File: src/hw/rtl/csfw_pkg.sv
package csfw_pkg;

	localparam int VALUE_W = 16;
	localparam int COUNT_W = 15;

	localparam logic signed [VALUE_W-1:0] VAL_MAX = 16'sh7fff;
	localparam logic signed [VALUE_W-1:0] VAL_MIN = 16'sh8000;

	localparam logic CMD_WAIT   = 1'b0;
	localparam logic CMD_SIGNAL = 1'b1;

	localparam logic signed [VALUE_W-1:0] VALUE_RESET = 16'sd1;

	typedef enum logic [2:0] {
		ST_ACQUIRED  = 3'd0,
		ST_QUEUED    = 3'd1,
		ST_DROPPED   = 3'd2,
		ST_RELEASED  = 3'd3,
		ST_WOKE      = 3'd4,
		ST_NO_WAITER = 3'd5
	} status_t;

endpackage

File: src/hw/rtl/csfw_ram.sv
module csfw_ram #(
	parameter int WIDTH = 8,
	parameter int DEPTH = 16
) (
	input  logic                     clk,
	input  logic                     we,
	input  logic [$clog2(DEPTH)-1:0] waddr,
	input  logic [WIDTH-1:0]         wdata,
	input  logic [$clog2(DEPTH)-1:0] raddr,
	output logic [WIDTH-1:0]         rdata
);

	logic [WIDTH-1:0] mem [DEPTH];

	always_ff @(posedge clk) begin
		if (we) begin
			mem[waddr] <= wdata;
		end
		rdata <= mem[raddr];
	end

endmodule

File: src/hw/rtl/counting_semaphore_fifo_waiters.sv
// Counting semaphore with a FIFO of blocked requester IDs. One transaction is
// taken per cycle (busy stays low); its result appears on the result ports with
// done high in the cycle after it was accepted, the delay being the registered
// read of the waiter RAM that supplies woken_id. The receiver cannot
// stall, so results must be consumed the cycle they are shown. A write to
// cfg_wdata reloads the semaphore value at once and leaves the queue untouched;
// it must only be issued while no transaction is in flight. The waiter RAM has
// no reset; only entries that were queued ever reach woken_id.
module counting_semaphore_fifo_waiters #(
	parameter int QUEUE_DEPTH = 16,
	parameter int ID_WIDTH    = 8
) (
	input  logic                             clk,
	input  logic                             arst_n,
	input  logic                             cfg_we,
	input  logic [csfw_pkg::COUNT_W-1:0]     cfg_wdata,
	input  logic                             start,
	output logic                             busy,
	input  logic                             command,
	input  logic [ID_WIDTH-1:0]              requester,
	output logic                             done,
	output logic [2:0]                       status,
	output logic [ID_WIDTH-1:0]              woken_id,
	output logic signed [csfw_pkg::VALUE_W-1:0] current_value,
	output logic [$clog2(QUEUE_DEPTH+1)-1:0] waiting_count
);

	localparam int PTR_W = $clog2(QUEUE_DEPTH);
	localparam int OCC_W = $clog2(QUEUE_DEPTH + 1);
	localparam logic [PTR_W-1:0] PTR_LAST = PTR_W'(QUEUE_DEPTH - 1);
	localparam logic [OCC_W-1:0] OCC_FULL = OCC_W'(QUEUE_DEPTH);

	logic signed [csfw_pkg::VALUE_W-1:0] value_q, nxt_value;
	logic [PTR_W-1:0] head_q, tail_q;
	logic [OCC_W-1:0] occ_q, nxt_occ;

	logic accept, push, pop;
	csfw_pkg::status_t nxt_status;

	logic valid_s1, pop_s1;
	csfw_pkg::status_t status_s1;
	logic signed [csfw_pkg::VALUE_W-1:0] value_s1;
	logic [OCC_W-1:0] occ_s1;
	logic [ID_WIDTH-1:0] rd_id;

	assign busy   = 1'b0;
	assign accept = start && !busy;

	always_comb begin
		nxt_value  = value_q;
		nxt_occ    = occ_q;
		push       = 1'b0;
		pop        = 1'b0;
		nxt_status = csfw_pkg::ST_ACQUIRED;
		if (command == csfw_pkg::CMD_WAIT) begin
			if (value_q != csfw_pkg::VAL_MIN) begin
				nxt_value = value_q - 16'sd1;
			end
			if (nxt_value[csfw_pkg::VALUE_W-1]) begin
				if (occ_q != OCC_FULL) begin
					push       = accept;
					nxt_occ    = occ_q + OCC_W'(1);
					nxt_status = csfw_pkg::ST_QUEUED;
				end else begin
					nxt_status = csfw_pkg::ST_DROPPED;
				end
			end
		end else begin
			if (value_q != csfw_pkg::VAL_MAX) begin
				nxt_value = value_q + 16'sd1;
			end
			if (nxt_value[csfw_pkg::VALUE_W-1] || nxt_value == '0) begin
				if (occ_q != '0) begin
					pop        = accept;
					nxt_occ    = occ_q - OCC_W'(1);
					nxt_status = csfw_pkg::ST_WOKE;
				end else begin
					nxt_status = csfw_pkg::ST_NO_WAITER;
				end
			end else begin
				nxt_status = csfw_pkg::ST_RELEASED;
			end
		end
	end

	always_ff @(posedge clk or negedge arst_n) begin
		if (!arst_n) begin
			value_q  <= csfw_pkg::VALUE_RESET;
			head_q   <= '0;
			tail_q   <= '0;
			occ_q    <= '0;
			valid_s1 <= 1'b0;
			pop_s1   <= 1'b0;
		end else begin
			valid_s1 <= accept;
			pop_s1   <= pop;
			if (cfg_we) begin
				value_q <= {1'b0, cfg_wdata};
			end else if (accept) begin
				value_q <= nxt_value;
				occ_q   <= nxt_occ;
			end
			if (push) begin
				tail_q <= (tail_q == PTR_LAST) ? '0 : tail_q + PTR_W'(1);
			end
			if (pop) begin
				head_q <= (head_q == PTR_LAST) ? '0 : head_q + PTR_W'(1);
			end
		end
	end

	always_ff @(posedge clk) begin
		if (accept) begin
			status_s1 <= nxt_status;
			value_s1  <= nxt_value;
			occ_s1    <= nxt_occ;
		end
	end

	csfw_ram #(
		.WIDTH(ID_WIDTH),
		.DEPTH(QUEUE_DEPTH)
	) u_waiters (
		.clk  (clk),
		.we   (push),
		.waddr(tail_q),
		.wdata(requester),
		.raddr(head_q),
		.rdata(rd_id)
	);

	assign done          = valid_s1;
	assign status        = status_s1;
	assign woken_id      = pop_s1 ? rd_id : '0;
	assign current_value = value_s1;
	assign waiting_count = occ_s1;

	a_occ_bound: assert property (@(posedge clk) disable iff (!arst_n)
		occ_q <= OCC_FULL)
		else $error("wait queue occupancy beyond depth");

	a_done_follows: assert property (@(posedge clk) disable iff (!arst_n)
		accept |=> done)
		else $error("result missing after transaction");

	a_no_spurious: assert property (@(posedge clk) disable iff (!arst_n)
		!accept |=> !done)
		else $error("result without transaction");

	a_drop_full: assert property (@(posedge clk) disable iff (!arst_n)
		(done && status_s1 == csfw_pkg::ST_DROPPED) |-> (occ_s1 == OCC_FULL))
		else $error("drop reported with room in queue");

	a_occ_change: assert property (@(posedge clk) disable iff (!arst_n)
		!accept |=> $stable(occ_q) && $stable(head_q) && $stable(tail_q))
		else $error("queue state moved without transaction");

endmodule

File: config.mk
export PLATFORM = sky130hd
export DESIGN_NAME = counting_semaphore_fifo_waiters
export DESIGN_NICKNAME = d
export VERILOG_FILES = /design/src/hw/rtl/csfw_pkg.sv /design/src/hw/rtl/csfw_ram.sv /design/src/hw/rtl/counting_semaphore_fifo_waiters.sv
export SDC_FILE = /design/constraint.sdc
export NUM_CORES = 1
export LEC_CHECK = 0
export ABC_AREA = 1
export BUFFER_PORTS_ARGS = -buffer_cell sky130_fd_sc_hd__buf_2
export CAP_MARGIN = 20
export CORE_MARGIN = 5
export CORE_UTILIZATION = 35
export CTS_BUF_LIST = sky130_fd_sc_hd__clkbuf_2
export DETAILED_ROUTE_END_ITERATION = 16
export PLACE_DENSITY = 0.63
export REMOVE_ABC_BUFFERS = 1
export SYNTH_ARGS = -nofsm -noshare
export SYNTH_HDL_FRONTEND = slang
export SYNTH_SLANG_ARGS = --single-unit
File: constraint.sdc
create_clock -name clk -period 2.2 [get_ports clk]
set_input_delay 0.22 -clock clk [delete_from_list [all_inputs] [get_ports clk]]
set_output_delay 0.22 -clock clk [all_outputs]
set_load 0.01 [all_outputs]
==> results.ini <==
[critical_path]
critPathSlowestCell = dfstp_2
crit_start = value_q[0]
crit_path_max_fanout = 5
cp.arrival_ns = 3.13
r2r_setup_slack_ns = -0.17
crit_top_cell = nand2_1
path_cells = inv_4 -> buf_12 -> nor2_4 -> nand2_2 -> nand2_1 -> nand3_1 -> nor2_2 -> nand2_1 -> nor2_2 -> nand3_2 -> nand2_4 -> buf_6 -> nand3b_1 -> nand2_2 -> nand2_1 -> nand2_1
rr_startpoint = value_q[0]
start_kind = flop
slowest_delay_ns = 0.67
path_class = flop to flop
end_kind = flop
required_ns = 2.96

[placed_design]
dp_slack_ns = -0.204
gp_congestion = 0.936
portBuffers = 60
place_hpwl_mm = 16.7
dpl_cell_area_sq_um = 10600

[sta]
period_minus_slack_ns = 2.37
max_freq_mhz = 421
fin_crit_sh_pct = 108
skew_ns = 0.0822
timing.hold.ws_ns = 0.148
tightestPinTransition_ns = 0.779
setup_viol = 135
final.setup.worst_slack_ns = -0.174
hold_viol_final = 0
slew_viol_final = 0
rsz0062_at_grt = true
maxSlewHeadroom_pct = 48.1

[finish]
drive_gt1_share_pct = 32.1
stdcell_area_sq_um = 12000
num-fill-cells = 2382
area.growth.synth_to_final_pct = 32.6
final_nets = 1190

[cts]
cts_made_buffers = 17
root_buffer = clkbuf_2
clk_pin_slew_ns = 0.37
clock_path_buffers = 2
h-tree-depth = 4
insertion_delay_ns = 0.84
cts_sinks = 191
tritoncts = built

[die]
num_rows = 58
die_w_um = 171
ioPinCount = 62
coreArea_sq_um = 25300
initial_utilization_pct = 35.7
die_area_sq_um = 29200
die_h_um = 171

[routing]
ant_nets = 0
vias = 7598
wl_mm = 26.0
routed_via_density = 5.07
drtIter0Drc = 661
drt_pass1_iterations = 5
post_drt_wl_per_cell_um = 17.3
drc_errors = 0

[power]
power.density_nw_per_um2 = 615
ir_worst_vdd_mv = 0.295
power.leakage_nw = 4.90
finalPower_mw = 7.38

[logic_synthesis]
avgSynthCellArea_sq_um = 9.82
synth_flop_cell = edfxtp_1
synth_cells = 921
yosysMostFrequentCell = nand2_1
yosysSeqAreaShare_pct = 60.8
synth-async-reset-ratio_pct = 16.2
ys_warn_count = 0
synth_area_sq_um = 9040
synth-edff-count = 152
synth_area_leaders = edfxtp_1 (50%), dfrtp_1 (8.3%), nand2_1 (7.1%)
synth_seq_cells = 191
synth_commonest_cells = nand2_1 (171), edfxtp_1 (152), nor2_1 (141), o21ai_0 (92), inv_1 (70)
synth_top_area_share_pct = 50.5
yosysTopAreaCell = edfxtp_1
ys_types = 43

[global_routing]
grt_max_degree = 68
grt_overflow = 0
grt_first_pass_wirelength_mm = 40.4
grt_usage_pct = 17.8
grt_pass1_vias = 7496
antenna_found_initial = 1

[run_status]
violations = negative setup slack
status = complete, but fails checks

[min_path]
min_from = cfg_wdata[1]
hold_path_class = input port to flop

[run]
maxCapViolCount = 0

cell usage in the layout (no fill, tap or decap), types with 4 or more instances in the layout:
cell	instances
dfrtp_1	27
nand3_1	46
o221ai_1	11
o21ai_2	5
o211ai_1	13
buf_6	13
clkbuf_2	17
ha_1	8
nor2_4	17
nand2_2	24
nand4_1	6
dfxtp_1	8
nand2_1	153
nor2_1	101
dlygate4sd3_1	45
o21ai_1	13
inv_1	64
o22ai_1	22
inv_2	7
inv_12	5
nand3_2	16
a22oi_1	7
buf_4	127
xor2_1	14
buf_12	5
nand2_4	7
diode_2	4
edfxtp_1	152
nor2_2	38
a21oi_1	7
clkinv_8	4
buf_2	60
o21ai_0	79
cell families (layout without fill, tap and decap cells):
kind of cell             count (synthesis)  after routing  synth area share [%]
AND/OR/NAND/NOR                        421            422                  20.3
adder cells (fa/ha/maj)                 10             10                  1.38
other                                    1              5                0.0415
XOR/XNOR                                17             17                  1.65
buffers and inverters                  115            358                  5.10
AO/OA/AOI/OAI                          166            166                  10.7
flip-flops                             191            191                  60.8
path summary, 6_finish.rpt:
check                        endpoint  cells after the start
min in group asynchronous        done                      3
setup / recovery             occ_q[2]                     16
max in group asynchronous  value_q[7]                      4
hold / removal             value_q[1]                      4
setup reg to reg             occ_q[2]                     16
hold reg to reg             tail_q[2]                      1
cell type report:
cell class                      count  area, sq um  area share (%)
Inverter                           76          294            2.45
Tap cell                          330          413            3.44
Timing Repair Buffer              250         1950            16.3
Clock buffer                       17         85.1           0.710
Clock inverter                     15          226            1.89
Multi-Input combinational cell    616         3510            29.2
Antenna cell                        4         10.0          0.0835
Sequential cell                   191         5510            45.9
power by group:
part           switching, mW  internal (mW)
sequential            0.0639           4.00
combinational          0.694          0.531
clock                   1.59          0.494
total                   2.35           5.03
critical path: cells and delay by family (launching register included):
family                 cells  cell delay [ns]
and+or+nand+nor           13             1.32
DFF                        1             0.67
buffers and inverters      3             0.31
sequential cells by signal, indices dropped and copies added (netlist names):
name             count
waiting_count        5
head_q               4
u_waiters.rdata      8
current_value       16
pop_s1               1
occ_q                5
status               3
value_q             16
done                 1
u_waiters.mem      128
tail_q               4
per-layer routing:
layer  track usage (%)  up-vias  share of wire (%)
li1                  -     3633                  -
met1              23.9     3694                 43
met2              30.1      242                 50
met3              2.93       29                5.5
met4              4.90        0                1.5
met5                 0        -                  0
repair_timing:
item	4_1_cts	5_1_grt
hold endpoints to repair	201	12
pin swaps	30	27
setup endpoints to repair	154	181
setup buffers	8	6
cloned	1	0
gates resized for setup	75	75
hold buffers	45	1
stage by stage:
stage,TNS (ns),utilization [%],instances
2_1_floorplan,-32.51,-,882
3_3_place_gp,-21.26,41.9,1402
3_5_place_dp,-18.77,41.9,1402
4_1_cts,-6.74,46.1,1488
5_1_grt,-17.64,47.3,1499
6_report,-7.85,47.3,1499
Note: power is estimated with default switching activity, not from simulation.
